===== src/hw/rtl/fpa_pkg.sv =====
// Shared types and constants of the fixed-partition first-fit allocator.
// No dependencies; every other file of the block depends on this package.
`default_nettype none

package fpa_pkg;

  // Field widths of the request, result and configuration channels
  localparam int unsigned SIZE_W   = 24;
  localparam int unsigned ID_W     = 16;
  localparam int unsigned PIDX_W   = 2;
  localparam int unsigned PCOUNT_W = 3;
  localparam int unsigned CFG_IDX_W = 3;

  // Defaults of the top-level parameters
  localparam int unsigned NUM_PARTITIONS_DEF = 4;
  localparam int unsigned SIZE_BITS_DEF      = 24;

  // Reset value of the partition count register
  localparam logic [PCOUNT_W-1:0] PCOUNT_RESET = PCOUNT_W'(4);

  typedef enum logic {
    REQ_ALLOC = 1'b0,
    REQ_FREE  = 1'b1
  } req_kind_e;

  typedef enum logic [1:0] {
    ST_OK        = 2'd0,
    ST_CAPACITY  = 2'd1,
    ST_NO_FIT    = 2'd2,
    ST_NOT_FOUND = 2'd3
  } status_e;

  typedef enum logic [CFG_IDX_W-1:0] {
    REG_TOTAL_CAP = 3'd0,
    REG_PART_CNT  = 3'd1,
    REG_SIZE_0    = 3'd2,
    REG_SIZE_1    = 3'd3,
    REG_SIZE_2    = 3'd4,
    REG_SIZE_3    = 3'd5
  } cfg_reg_e;

  typedef struct packed {
    req_kind_e         req_type;
    logic [ID_W-1:0]   owner_id;
    logic [SIZE_W-1:0] request_bytes;
  } req_t;

  typedef struct packed {
    status_e           status;
    logic [PIDX_W-1:0] partition_index;
    logic [SIZE_W-1:0] moved_bytes;
    logic [SIZE_W-1:0] used_total;
  } rsp_t;

endpackage

`default_nettype wire


===== src/hw/rtl/fpa_if.sv =====
// Channel interfaces of the allocator: request, result and configuration write.
// Depends on fpa_pkg for the payload types and widths.
`default_nettype none

interface fpa_req_if;
  logic          valid;
  logic          ready;
  fpa_pkg::req_t data;

  modport source (output valid, output data, input ready);
  modport sink   (input valid, input data, output ready);
endinterface

interface fpa_rsp_if;
  logic          valid;
  logic          ready;
  fpa_pkg::rsp_t data;

  modport source (output valid, output data, input ready);
  modport sink   (input valid, input data, output ready);
endinterface

interface fpa_cfg_if;
  logic                             valid;
  logic                             ready;
  logic [fpa_pkg::CFG_IDX_W-1:0]    reg_index;
  logic [fpa_pkg::SIZE_W-1:0]       wdata;

  modport source (output valid, output reg_index, output wdata, input ready);
  modport sink   (input valid, input reg_index, input wdata, output ready);
endinterface

`default_nettype wire


===== src/hw/rtl/fixed_partition_first_fit_allocator.sv =====
// Top level of the fixed-partition first-fit allocator: request stage,
// parallel partition match with priority pick, result register.
// Depends on fpa_pkg and the channel interfaces in fpa_if.sv.
`default_nettype none

//  channel  | dir | handshake    | payload
//  ---------+-----+--------------+------------------------------------------
//  req_i    | in  | valid/ready  | req_type, owner_id, request_bytes
//  rsp_o    | out | valid/ready  | status, partition_index, moved_bytes,
//           |     |              | used_total
//  cfg_i    | in  | valid/ready  | reg_index, wdata (always ready)
//
//  A request is taken into the request register, and in the next cycle all
//  partitions are compared in parallel and the lowest match is picked; the
//  partition table and used total update as the result enters the result
//  register. One request per cycle sustained while the result register drains.
//  A stalled result holds the request register; req ready then drops.
//  Reset frees all partitions and clears the used total; no clearing pass.

module fixed_partition_first_fit_allocator #(
  parameter int unsigned NUM_PARTITIONS = fpa_pkg::NUM_PARTITIONS_DEF,
  parameter int unsigned SIZE_BITS      = fpa_pkg::SIZE_BITS_DEF
) (
  input  wire logic   clk_i,
  input  wire logic   rst_ni,
  fpa_req_if.sink     req_i,
  fpa_rsp_if.source   rsp_o,
  fpa_cfg_if.sink     cfg_i
);
  import fpa_pkg::*;

  // Stored size width: sizes never exceed the 24-bit fields
  localparam int unsigned SW    = (SIZE_BITS < SIZE_W) ? SIZE_BITS : SIZE_W;
  localparam int unsigned IDX_W = (NUM_PARTITIONS > 1) ? $clog2(NUM_PARTITIONS) : 1;

  // Configuration registers
  logic [SW-1:0]       cap_q;
  logic [PCOUNT_W-1:0] pcount_q;
  logic [SW-1:0]       size_q [NUM_PARTITIONS];

  // Partition table and used total
  logic [NUM_PARTITIONS-1:0] busy_q, busy_d;
  logic [ID_W-1:0]           owner_q [NUM_PARTITIONS];
  logic [SW-1:0]             amount_q [NUM_PARTITIONS];
  logic [SW-1:0]             used_q, used_d;

  // Request stage and result register
  logic     s1_valid_q;
  req_t     s1_q;
  logic     rsp_valid_q;
  rsp_t     rsp_q, rsp_d;
  logic     s1_adv;
  logic     req_fire;

  // Match logic
  logic [SW-1:0]             req_bytes;
  logic [SW:0]               sum_bytes;
  logic                      cap_fail;
  logic [NUM_PARTITIONS-1:0] exists;
  logic [NUM_PARTITIONS-1:0] alloc_hit, free_hit, hit, grant;
  logic [IDX_W-1:0]          pick;
  logic [SW-1:0]             rel_amount;
  logic                      do_alloc;

  assign cfg_i.ready = 1'b1;

  // Advance the request stage whenever the result register is free or drains
  assign s1_adv      = s1_valid_q && (!rsp_valid_q || rsp_o.ready);
  assign req_i.ready = !s1_valid_q || s1_adv;
  assign req_fire    = req_i.valid && req_i.ready;

  assign req_bytes = s1_q.request_bytes[SW-1:0];
  assign sum_bytes = {1'b0, used_q} + {1'b0, req_bytes};
  assign cap_fail  = sum_bytes > {1'b0, cap_q};

  // Compare every partition in parallel
  always_comb begin
    for (int i = 0; i < NUM_PARTITIONS; i++) begin
      exists[i]    = PCOUNT_W'(i) < pcount_q;
      alloc_hit[i] = exists[i] && !busy_q[i] && (size_q[i] >= req_bytes);
      free_hit[i]  = exists[i] && busy_q[i] && (owner_q[i] == s1_q.owner_id);
    end
  end

  // Keep the lowest matching partition
  assign hit   = (s1_q.req_type == REQ_FREE) ? free_hit : alloc_hit;
  assign grant = hit & (~hit + NUM_PARTITIONS'(1));

  always_comb begin
    pick = '0;
    for (int i = 0; i < NUM_PARTITIONS; i++) begin
      if (grant[i]) begin
        pick = IDX_W'(i);
      end
    end
  end

  assign rel_amount = amount_q[pick];
  assign do_alloc   = (s1_q.req_type == REQ_ALLOC) && !cap_fail && (hit != '0);

  // Build the result and the next table state
  always_comb begin
    busy_d = busy_q;
    used_d = used_q;
    rsp_d  = '{status: ST_OK, partition_index: '0, moved_bytes: '0,
               used_total: '0};
    if (s1_q.req_type == REQ_ALLOC) begin
      if (cap_fail) begin
        rsp_d.status = ST_CAPACITY;
      end else if (hit == '0) begin
        rsp_d.status = ST_NO_FIT;
      end else begin
        busy_d[pick]          = 1'b1;
        used_d                = sum_bytes[SW-1:0];
        rsp_d.partition_index = PIDX_W'(pick);
        rsp_d.moved_bytes     = SIZE_W'(req_bytes);
      end
    end else begin
      if (hit == '0) begin
        rsp_d.status = ST_NOT_FOUND;
      end else begin
        busy_d[pick]          = 1'b0;
        used_d                = (used_q >= rel_amount) ? (used_q - rel_amount) : '0;
        rsp_d.partition_index = PIDX_W'(pick);
        rsp_d.moved_bytes     = SIZE_W'(rel_amount);
      end
    end
    rsp_d.used_total = SIZE_W'(used_d);
  end

  // Hold configuration; writes beyond the register list are dropped
  always_ff @(posedge clk_i or negedge rst_ni) begin
    if (!rst_ni) begin
      cap_q    <= '0;
      pcount_q <= PCOUNT_RESET;
      for (int i = 0; i < NUM_PARTITIONS; i++) begin
        size_q[i] <= '0;
      end
    end else if (cfg_i.valid) begin
      unique case (cfg_i.reg_index)
        REG_TOTAL_CAP: cap_q    <= cfg_i.wdata[SW-1:0];
        REG_PART_CNT:  pcount_q <= cfg_i.wdata[PCOUNT_W-1:0];
        REG_SIZE_0, REG_SIZE_1, REG_SIZE_2, REG_SIZE_3: begin
          for (int i = 0; i < NUM_PARTITIONS; i++) begin
            if (cfg_i.reg_index == CFG_IDX_W'(int'(REG_SIZE_0) + i)) begin
              size_q[i] <= cfg_i.wdata[SW-1:0];
            end
          end
        end
        default: ;
      endcase
    end
  end

  // Advance busy flags, used total and the valid bits of both stages
  always_ff @(posedge clk_i or negedge rst_ni) begin
    if (!rst_ni) begin
      busy_q      <= '0;
      used_q      <= '0;
      s1_valid_q  <= 1'b0;
      rsp_valid_q <= 1'b0;
    end else begin
      if (s1_adv) begin
        busy_q <= busy_d;
        used_q <= used_d;
      end
      if (req_i.ready) begin
        s1_valid_q <= req_i.valid;
      end
      if (s1_adv) begin
        rsp_valid_q <= 1'b1;
      end else if (rsp_o.ready) begin
        rsp_valid_q <= 1'b0;
      end
    end
  end

  // Payload registers: request, result and the owner/amount records
  always_ff @(posedge clk_i) begin
    if (req_fire) begin
      s1_q <= req_i.data;
    end
    if (s1_adv) begin
      rsp_q <= rsp_d;
    end
    if (s1_adv && do_alloc) begin
      owner_q[pick]  <= s1_q.owner_id;
      amount_q[pick] <= req_bytes;
    end
  end

  assign rsp_o.valid = rsp_valid_q;
  assign rsp_o.data  = rsp_q;

  // Only one partition may be picked per request
  a_grant_onehot: assert property (@(posedge clk_i) disable iff (!rst_ni)
    s1_valid_q |-> $onehot0(grant))
    else $error("more than one partition granted");

  // Table and used total change only when a request completes
  a_state_stable: assert property (@(posedge clk_i) disable iff (!rst_ni)
    !s1_adv |=> ($stable(busy_q) && $stable(used_q)))
    else $error("allocator state changed without a request");

  // At most one partition changes its busy flag per request
  a_busy_step: assert property (@(posedge clk_i) disable iff (!rst_ni)
    s1_adv |=> ($countones(busy_q ^ $past(busy_q)) <= 1))
    else $error("more than one busy flag changed");

  // Error results carry neither a partition nor bytes
  a_err_zero: assert property (@(posedge clk_i) disable iff (!rst_ni)
    (rsp_valid_q && (rsp_q.status != ST_OK)) |->
      ((rsp_q.partition_index == '0) && (rsp_q.moved_bytes == '0)))
    else $error("error result with nonzero partition or bytes");

  // Request input stalls only behind a full, stalled pipeline
  a_stall_cause: assert property (@(posedge clk_i) disable iff (!rst_ni)
    !req_i.ready |-> (s1_valid_q && rsp_valid_q && !rsp_o.ready))
    else $error("request input stalled without backpressure");

endmodule

`default_nettype wire


===== src/flat_wrapper.sv =====
// flat-port wrapper written by rule: the top's interface ports become plain ports
module fixed_partition_first_fit_allocator_flat import fpa_pkg::*;
#(
  parameter int unsigned NUM_PARTITIONS = fpa_pkg::NUM_PARTITIONS_DEF,
  parameter int unsigned SIZE_BITS      = fpa_pkg::SIZE_BITS_DEF
)
  (clk_i, rst_ni, req_i_valid, req_i_data, req_i_ready, rsp_o_valid, rsp_o_data, rsp_o_ready, cfg_i_valid, cfg_i_reg_index, cfg_i_wdata, cfg_i_ready);
  fpa_req_if req_i_i ();
  fpa_rsp_if rsp_o_i ();
  fpa_cfg_if cfg_i_i ();
  input  wire logic clk_i;
  input  wire logic rst_ni;
  input wire logic [$bits(req_i_i.valid)-1:0] req_i_valid;
  input wire logic [$bits(req_i_i.data)-1:0] req_i_data;
  output wire logic [$bits(req_i_i.ready)-1:0] req_i_ready;
  output wire logic [$bits(rsp_o_i.valid)-1:0] rsp_o_valid;
  output wire logic [$bits(rsp_o_i.data)-1:0] rsp_o_data;
  input wire logic [$bits(rsp_o_i.ready)-1:0] rsp_o_ready;
  input wire logic [$bits(cfg_i_i.valid)-1:0] cfg_i_valid;
  input wire logic [$bits(cfg_i_i.reg_index)-1:0] cfg_i_reg_index;
  input wire logic [$bits(cfg_i_i.wdata)-1:0] cfg_i_wdata;
  output wire logic [$bits(cfg_i_i.ready)-1:0] cfg_i_ready;
  assign req_i_i.valid = req_i_valid;
  assign req_i_i.data = req_i_data;
  assign req_i_ready = req_i_i.ready;
  assign rsp_o_valid = rsp_o_i.valid;
  assign rsp_o_data = rsp_o_i.data;
  assign rsp_o_i.ready = rsp_o_ready;
  assign cfg_i_i.valid = cfg_i_valid;
  assign cfg_i_i.reg_index = cfg_i_reg_index;
  assign cfg_i_i.wdata = cfg_i_wdata;
  assign cfg_i_ready = cfg_i_i.ready;
  fixed_partition_first_fit_allocator #(.NUM_PARTITIONS(NUM_PARTITIONS), .SIZE_BITS(SIZE_BITS)) u_core (.clk_i(clk_i), .rst_ni(rst_ni), .req_i(req_i_i), .rsp_o(rsp_o_i), .cfg_i(cfg_i_i));
endmodule

===== config.mk =====
export PLATFORM = sky130hd
export DESIGN_NAME = fixed_partition_first_fit_allocator_flat
export DESIGN_NICKNAME = d
export VERILOG_FILES = /design/src/hw/rtl/fpa_pkg.sv /design/src/hw/rtl/fpa_if.sv /design/src/hw/rtl/fixed_partition_first_fit_allocator.sv /design/src/flat_wrapper.sv
export SDC_FILE = /design/constraint.sdc
export NUM_CORES = 1
export LEC_CHECK = 0
export BUFFER_PORTS_ARGS = -buffer_cell sky130_fd_sc_hd__buf_2
export CAP_MARGIN = 10
export CORE_UTILIZATION = 35
export CTS_CLUSTER_DIAMETER = 60
export CTS_CLUSTER_SIZE = 28
export DETAILED_ROUTE_END_ITERATION = 8
export PLACE_DENSITY_LB_ADDON = 0.15
export SYNTH_ARGS = -nofsm -noshare
export SYNTH_HDL_FRONTEND = slang
export SYNTH_SLANG_ARGS = --single-unit

===== constraint.sdc =====
create_clock -name clk_i -period 10.87 [get_ports clk_i]
set_input_delay 2.174 -clock clk_i [delete_from_list [all_inputs] [get_ports clk_i]]
set_output_delay 2.174 -clock clk_i [all_outputs]
set_load 0.005 [all_outputs]

==> impl_results.md, run 1 <==
- # fillers: 5639
- WP data arrival: 7.62 ns
- CTS tree: done
- Fmax: 135 MHz
- Critical path peak fanout: 8
- Register area: 11400 sq um
- Worst hold margin: 0.509 ns
- Sequential fraction of the synthesis area: 0.537
- Worst Hold Class: reg2reg
- Initial antenna violation count: 2
- First-pass GRT wire length: 99700 um
- Dpl cells: 2622
- Post-DP HPWL: 48700 um
- Sw Share: 0.422
- Critical path required time: 11.06 ns
- Syn nets: 1998
- Setup crit end kind: flip-flop
- Core area: 60200 sq um
- Max transition margin: 0.0643
- Multi-input logic area: 9320 sq um
- Antenna-violating nets left: 0
- Site row count: 90
- Async set-or-reset flop fraction in the synthesized netlist: 0.377
- Tmin final: 7.43 ns
- Initial DRC count: 1249
- Main flop type after synthesis: edfxtp_1
- Syn Inst Count: 1755
- Synth area leaders: edfxtp_1, dfrtp_1, ha_1
- Share of the synthesized area in the top cell type: 0.357
- Post_cts resized: 0
- Starting Density: 0.353
- Commonest cells after routing, fill and taps aside: edfxtp_1, ha_1, dfrtp_1, nand2_1, buf_2
- Vias/cell: 5.65
- Int Pwr: 3.71 mW
- FF+latch count, synth: 406
- Mean Syn Cell Area: 12.1 sq um
- Gpl congestion: 0.936
- Overall routing resource usage: 0.216
- Syn. warnings: 0
- Post-Layout Cell Count: 2694
- Die height: 249 um
- Psw: 2.71 mW
- Final WL: 66800 um
- Die area: 61800 sq um
- Max Cap Viol: 0
- DP Worst Slack: 3.59 ns
- CTS Buf Count: 39
- Total congestion overflow: 0
- P per Cell Area: 266 nW/um^2
- Area Overhead vs Synth: 13.6%
- IO Port Bufs: 126
- Final setup margin: 3.44 ns
- Postcts setup bufs: 0
- Final net count: 2124
- Total power: 6.42 mW
- Ant. Diodes: 0
- Final Skew: 0.0373 ns
- Bufs on Longest Clock Path: 3
- Largest net degree at the start of global routing: 92
- Hold Violations, Final: 0
- # hold bufs at CTS: 0
- Drt first pass iters: 5
- Clock share of power: 0.227
- Clk_lat worst skew: 0.60 ns
- Comb pwr share: 0.441
- Worst slew pin tran: 1.40 ns
- Seq pwr share: 0.331
- RSZ-0062 raised after global routing: false
- Drt drc: 0
- I/O Pins: 128
- CTS Sinks: 406
- Most common cell after layout, fill and taps aside: edfxtp_1
- Crit Path Class: reg2reg
- CTS root buf: clkbuf_16
- Die Wd: 249 um
- Crit start category: flip-flop
- Vias post-DR: 15200
- Reg clk slew, reported paths: 0.07 ns
- Leakage: 9.43 nW
- Max-slew violations: 0
- Mapped Area: 21300 sq um
- Number of global-route vias before repair: 15100
- Area leader, netlist: edfxtp_1
- Outcome: complete, no violations
- WL/cell: 24.8 um
- Final worst-path cycle share: 0.683
- EDFF count, synth: 253
- Proportion of layout cells with a drive suffix above 1: 0.191
- Fin Setup TNS: 0 ns
- H-tree depth: 2
- # setup viols final: 0
- Peak VDD IR: 0.000109 V
- Count of cell types in the netlist: 95
==> flip-flops by register name, summed over array words and instances (netlist names), named ones only <==
| signal | cells |
|---|---|
| u_core.amount_q | 96 |
| u_core.size_q | 96 |
| u_core.owner_q | 64 |
| u_core.rsp_o.data | 52 |
| u_core.cap_q | 24 |
| u_core.req_bytes | 24 |
| u_core.used_q | 24 |
| u_core.s1_q | 17 |
| u_core.pcount_q | 3 |
| u_core.rsp_o.valid | 1 |
| u_core.s1_valid_q | 1 |
==> cell families after synthesis <==
logic type | after synthesis | share of synthesized area
mux | 110 | 0.0575
buf+inv | 136 | 0.0270
flops | 406 | 0.537
compound gates | 450 | 0.146
xor+xnor | 102 | 0.0420
fa+ha+maj | 170 | 0.101
other cells | 1 | 0.000176
simple gates | 380 | 0.0896
==> stage by stage <==
stage / instance area (sq um) / utilization
detailed placement: 22800 / 0.379
CTS: 24200 / 0.401
finish: 24200 / 0.401
floorplan: 21300 / -
global placement: 22800 / 0.379
global route: 24200 / 0.401
==> cell usage after synthesis, types with 4 or more instances <==
master       n
edfxtp_1   253
ha_1       168
dfrtp_1    152
nand2_1    136
a21oi_1    104
mux2_2      98
o21ai_0     79
xnor2_1     77
inv_1       68
nor2_1      48
nand3_1     44
nand4_1     38
clkbuf_1    30
buf_2       28
nor3_1      28
o221ai_1    27
o22ai_1     26
a31oi_1     25
xor2_1      25
a21o_1      23
o22a_1      23
nand2b_1    19
a22oi_1     16
mux2i_1     12
o21ai_1     12
a211oi_1    11
a221oi_1    11
nor2b_1     11
nor4_1      10
o211ai_1    10
and2_1       8
a2bb2oi_1    7
a32oi_1      7
and3_1       7
o21a_1       7
a211o_1      6
or3_1        5
a2111oi_0    4
a21boi_1     4
o2111ai_1    4
o21bai_1     4
==> final timing paths <==
path | from | endpoint | slack [ns] | cells past startpoint
max reg2reg | u_core.req_bytes[11] | u_core.rsp_o.data[49] | 3.44 | 15
max in group asynchronous | rst_ni | u_core.cap_q[22] | 7.63 | 2
min reg2reg | u_core.s1_valid_q | u_core.rsp_o.valid | 0.51 | 1
min in group asynchronous | rst_ni | u_core.size_q[16] | 1.72 | 1
max | u_core.req_bytes[11] | u_core.rsp_o.data[49] | 3.44 | 15
min | u_core.s1_valid_q | u_core.rsp_o.valid | 0.51 | 1
==> power by group through the flow <==
stage	Combinational (mW)	Sequential, mW	Clock, mW
final	2.83	2.13	1.46
after detailed placement	2.78	2.16	0
after global placement	2.78	2.16	0
after floorplan	1.92	2.07	0
after CTS	2.79	2.12	1.50
after global routing	3.10	2.15	1.56
==> cell type report <==
class                      count  area share
inverter                      69      0.0107
timing repair buffer         152      0.0347
clock buffer                  39      0.0404
tap                          782      0.0405
multi-input combinational   1213       0.386
clock inverter                33      0.0156
sequential                   406       0.473
==> worst max-delay path, cell delays in order, from the launching register on <==
cell	delay, ns
edfxtp_1	0.50
ha_1	0.44
a21oi_1	0.09
o21ai_0	0.74
a21oi_1	0.25
a21oi_1	0.39
o41ai_2	0.15
o311ai_0	0.91
ha_1	0.42
a21o_1	0.18
a2111oi_2	0.41
a221oi_1	0.16
a21oi_1	0.26
o211a_1	0.52
nor2_1	0.32
a2111oi_1	1.28
==> metal layers <==
layer	track usage	vias up	wire (um)
met3	0.0345	112	3620
met1	0.304	7610	30800
met4	0.0703	0	2070
li1	-	6984	-
met2	0.339	503	30200
met5	0	-	0
Power figures use the tool's default switching activity.
==> inputs of run 2 (changes only) <==
clock period = 6.02 ns   (was 10.87 ns; I/O delays follow)
==> run 2 against run 1 <==
Effect of this change:
- fmax is 28% higher
- flip-flop and latch count unchanged
- clock skew decreased by 0.0053 ns
- critical path depth rose by 6
- combinational power up 100%
- clock power is 81% higher
- sequential share of layout area shrank 2.1 points
- setup slack lost 3.2 ns
- non-clock buffer count grew 104
- die area stayed put
- first-iteration DRC count fell by 15%
- critical path type unchanged
- critical endpoint is now u_core.rsp_o.data[11]
- largest power group unchanged
==> impl_results.md, run 2 (synthesis gave the netlist of run 1 again) <==
- Core area: 60200 sq um (unchanged)
- Final net count: 2229 (was 2124)
- Crit start category: flip-flop (unchanged)
- Psw: 5.01 mW (was 2.71 mW)
- # setup viols final: 0 (unchanged)
- Critical path required time: 6.46 ns (was 11.06 ns)
- Die area: 61800 sq um (unchanged)
- Drt first pass iters: 5 (unchanged)
- Gpl congestion: 0.956 (was 0.936)
- Max transition margin: 0.375 (was 0.0643)
- WP data arrival: 6.24 ns (was 7.62 ns)
- Worst Hold Class: reg2reg (unchanged)
- Reg clk slew, reported paths: 0.07 ns (about the same)
- RSZ-0062 raised after global routing: false (unchanged)
- CTS tree: done (unchanged)
- Drt drc: 0 (unchanged)
- Worst slew pin tran: 0.935 ns (was 1.40 ns)
- Final core utilization: 0.420 (was 0.401)
- # hold bufs at CTS: 0 (unchanged)
- Initial antenna violation count: 0 (was 2)
- Largest net degree at the start of global routing: 56 (was 92)
- Overall routing resource usage: 0.216 (about the same)
- Proportion of layout cells with a drive suffix above 1: 0.239 (was 0.191)
- Antenna-violating nets left: 0 (unchanged)
- Vias/cell: 5.51 (was 5.65)
- I/O Pins: 128 (unchanged)
- Tmin final: 5.80 ns (was 7.43 ns)
- CTS root buf: clkbuf_16 (unchanged)
- Clock share of power: 0.216 (was 0.227)
- Clk_lat worst skew: 0.59 ns (was 0.60 ns)
- Site row count: 90 (unchanged)
- IO Port Bufs: 126 (unchanged)
- H-tree depth: 2 (unchanged)
- Peak VDD IR: 0.000205 V (was 0.000109 V)
- Int Pwr: 7.16 mW (was 3.71 mW)
- Crit-path cells: inv_1 -> buf_4 -> ha_1 -> a2111oi_0 -> o21ai_0 -> a211oi_2 -> a31oi_2 -> buf_12 -> o221ai_1 -> inv_1 -> fa_1 -> nor2b_1 -> o2111ai_1 -> nand3_1 -> nand4_1 -> a31oi_2 -> nor2_1 -> buf_4 -> or4_1 -> nand3_1 -> a21boi_2 (was ha_1 -> a21oi_1 -> o21ai_0 -> a21oi_1 -> a21oi_1 -> o41ai_2 -> o311ai_0 -> ha_1 -> a21o_1 -> a2111oi_2 -> a221oi_1 -> a21oi_1 -> o211a_1 -> nor2_1 -> a2111oi_1)
- CP max-delay cell: or4_1 (was a2111oi_1)
- Bufs on Longest Clock Path: 3 (unchanged)
- Die height: 249 um (unchanged)
- Final Skew: 0.0320 ns (was 0.0373 ns)
- Leakage: 10.0 nW (was 9.43 nW)
- Area Overhead vs Synth: 18.8% (was 13.6%)
- CTS Buf Count: 40 (was 39)
- Crit Path Class: reg2reg (unchanged)
- First-pass GRT wire length: 100000 um (was 99700 um)
- Outcome: complete, no violations (unchanged)
- Initial DRC count: 1061 (was 1249)
- Max-slew violations: 0 (unchanged)
- Hold Violations, Final: 0 (unchanged)
- Critical path peak fanout: 21 (was 8)
- Die Wd: 249 um (unchanged)
- Vias post-DR: 15400 (was 15200)
- Slowest stage delay, CP: 0.55 ns (was 1.28 ns)
- Number of global-route vias before repair: 15200 (was 15100)
- Most common cell after layout, fill and taps aside: edfxtp_1 (unchanged)
- Fmax: 172 MHz (was 135 MHz)
- Ant. Diodes: 0 (unchanged)
- Seq pwr share: 0.314 (was 0.331)
- Post-DP HPWL: 49700 um (was 48700 um)
- WL/cell: 24.2 um (was 24.8 um)
- Max Cap Viol: 0 (unchanged)
- Sw Share: 0.412 (was 0.422)
- Starting Density: 0.353 (unchanged)
- P per Cell Area: 482 nW/um^2 (was 266 nW/um^2)
- Comb pwr share: 0.469 (was 0.441)
- CTS Sinks: 406 (unchanged)
- Total congestion overflow: 0 (unchanged)
- Commonest cells after routing, fill and taps aside: edfxtp_1, ha_1, dfrtp_1, nand2_1, buf_2 (unchanged)
- Setup crit end kind: flip-flop (unchanged)
- Largest registers: u_core.amount_q x96, u_core.size_q x96, u_core.owner_q x64 (unchanged)
- # fillers: 5606 (was 5639)
- Final WL: 67800 um (was 66800 um)
- Final worst-path cycle share: 0.964 (was 0.683)
- Worst hold margin: 0.497 ns (was 0.509 ns)
- Total power: 12.2 mW (was 6.42 mW)
[run 2: cell types whose count changed in the layout (fill, tap and decap cells not counted), moves of 3 or more]
cell        before  now
buf_4           25  115
buf_12           0    9
clkbuf_16       39   43
nor3_2           6    2
nor3_4           0    4
a31oi_1         25   22
a31oi_2          1    4
clkinvlp_4       1    4
[run 2: per-layer routing]
| metal | track usage | share of wire |
|---|---|---|
| met2 | 0.358 | 0.48 |
| met1 | 0.301 | 0.46 |
| met4 | 0.0458 | 0.019 |
| met5 | 0 | 0 |
| met3 | 0.0294 | 0.043 |
[run 2: area by class of cell]
type	count	area, sq um	share of cell area
Inverter	69	263	0.0104
Clock inverter	30	318	0.0126
Tap cell	782	978	0.0387
Timing Repair Buffer	256	1780	0.0705
Multi-Input combinational cell	1213	9460	0.374
Clock buffer	44	1060	0.0418
Sequential cell	406	11400	0.452
[run 2: critical path, delay by kind of cell (launching register included)]
family                   cells  cell delay, ns
buffers and inverters        5            0.82
AO/OA/AOI/OAI                8            2.39
flip-flops                   1            0.50
adder cells (fa/ha/maj)      2            0.65
AND/OR/NAND/NOR              6            1.27
[run 2: worst paths after layout]
check	end	slack [ns]	cells after the start	from
max	u_core.rsp_o.data[11]	0.22	21	u_core.req_bytes[6]
min	u_core.rsp_o.valid	0.50	1	u_core.s1_valid_q
max reg2reg	u_core.rsp_o.data[11]	0.22	21	u_core.req_bytes[6]
min reg2reg	u_core.rsp_o.valid	0.50	1	u_core.s1_valid_q
max in group asynchronous	u_core.used_q[12]	4.21	2	rst_ni
min in group asynchronous	u_core.size_q[93]	0.58	1	rst_ni
[run 2: stage by stage]
| stage | area, sq um | TNS [ns] | worst slack (ns) | cells |
|---|---|---|---|---|
| after floorplan | 21300 | -78.21 | -0.489 | 1755 |
| after global placement | 23700 | -19.66 | -0.212 | 2716 |
| after detailed placement | 23700 | -13.81 | -0.174 | 2716 |
| after CTS | 25100 | 0 | 0.0106 | 2791 |
| after global routing | 25300 | 0 | 0.00616 | 2800 |
| final | 25300 | 0 | 0.219 | 2800 |
[run 2: what timing repair did]
action / CTS / global route
gates resized for setup: 3 / 21
pin swaps: 2 / 9
endpoints found under the setup margin: 180 / 228
setup buffers: 1 / 6
cloned: 0 / 3
[run 2: power by group through the flow]
stage	registers [mW]	clock network, mW	logic [mW]
floorplan	3.74	0	3.47
global placement	3.88	0	5.54
detailed placement	3.88	0	5.56
CTS	3.82	2.72	5.59
global route	3.87	2.82	6.23
finish	3.83	2.64	5.72
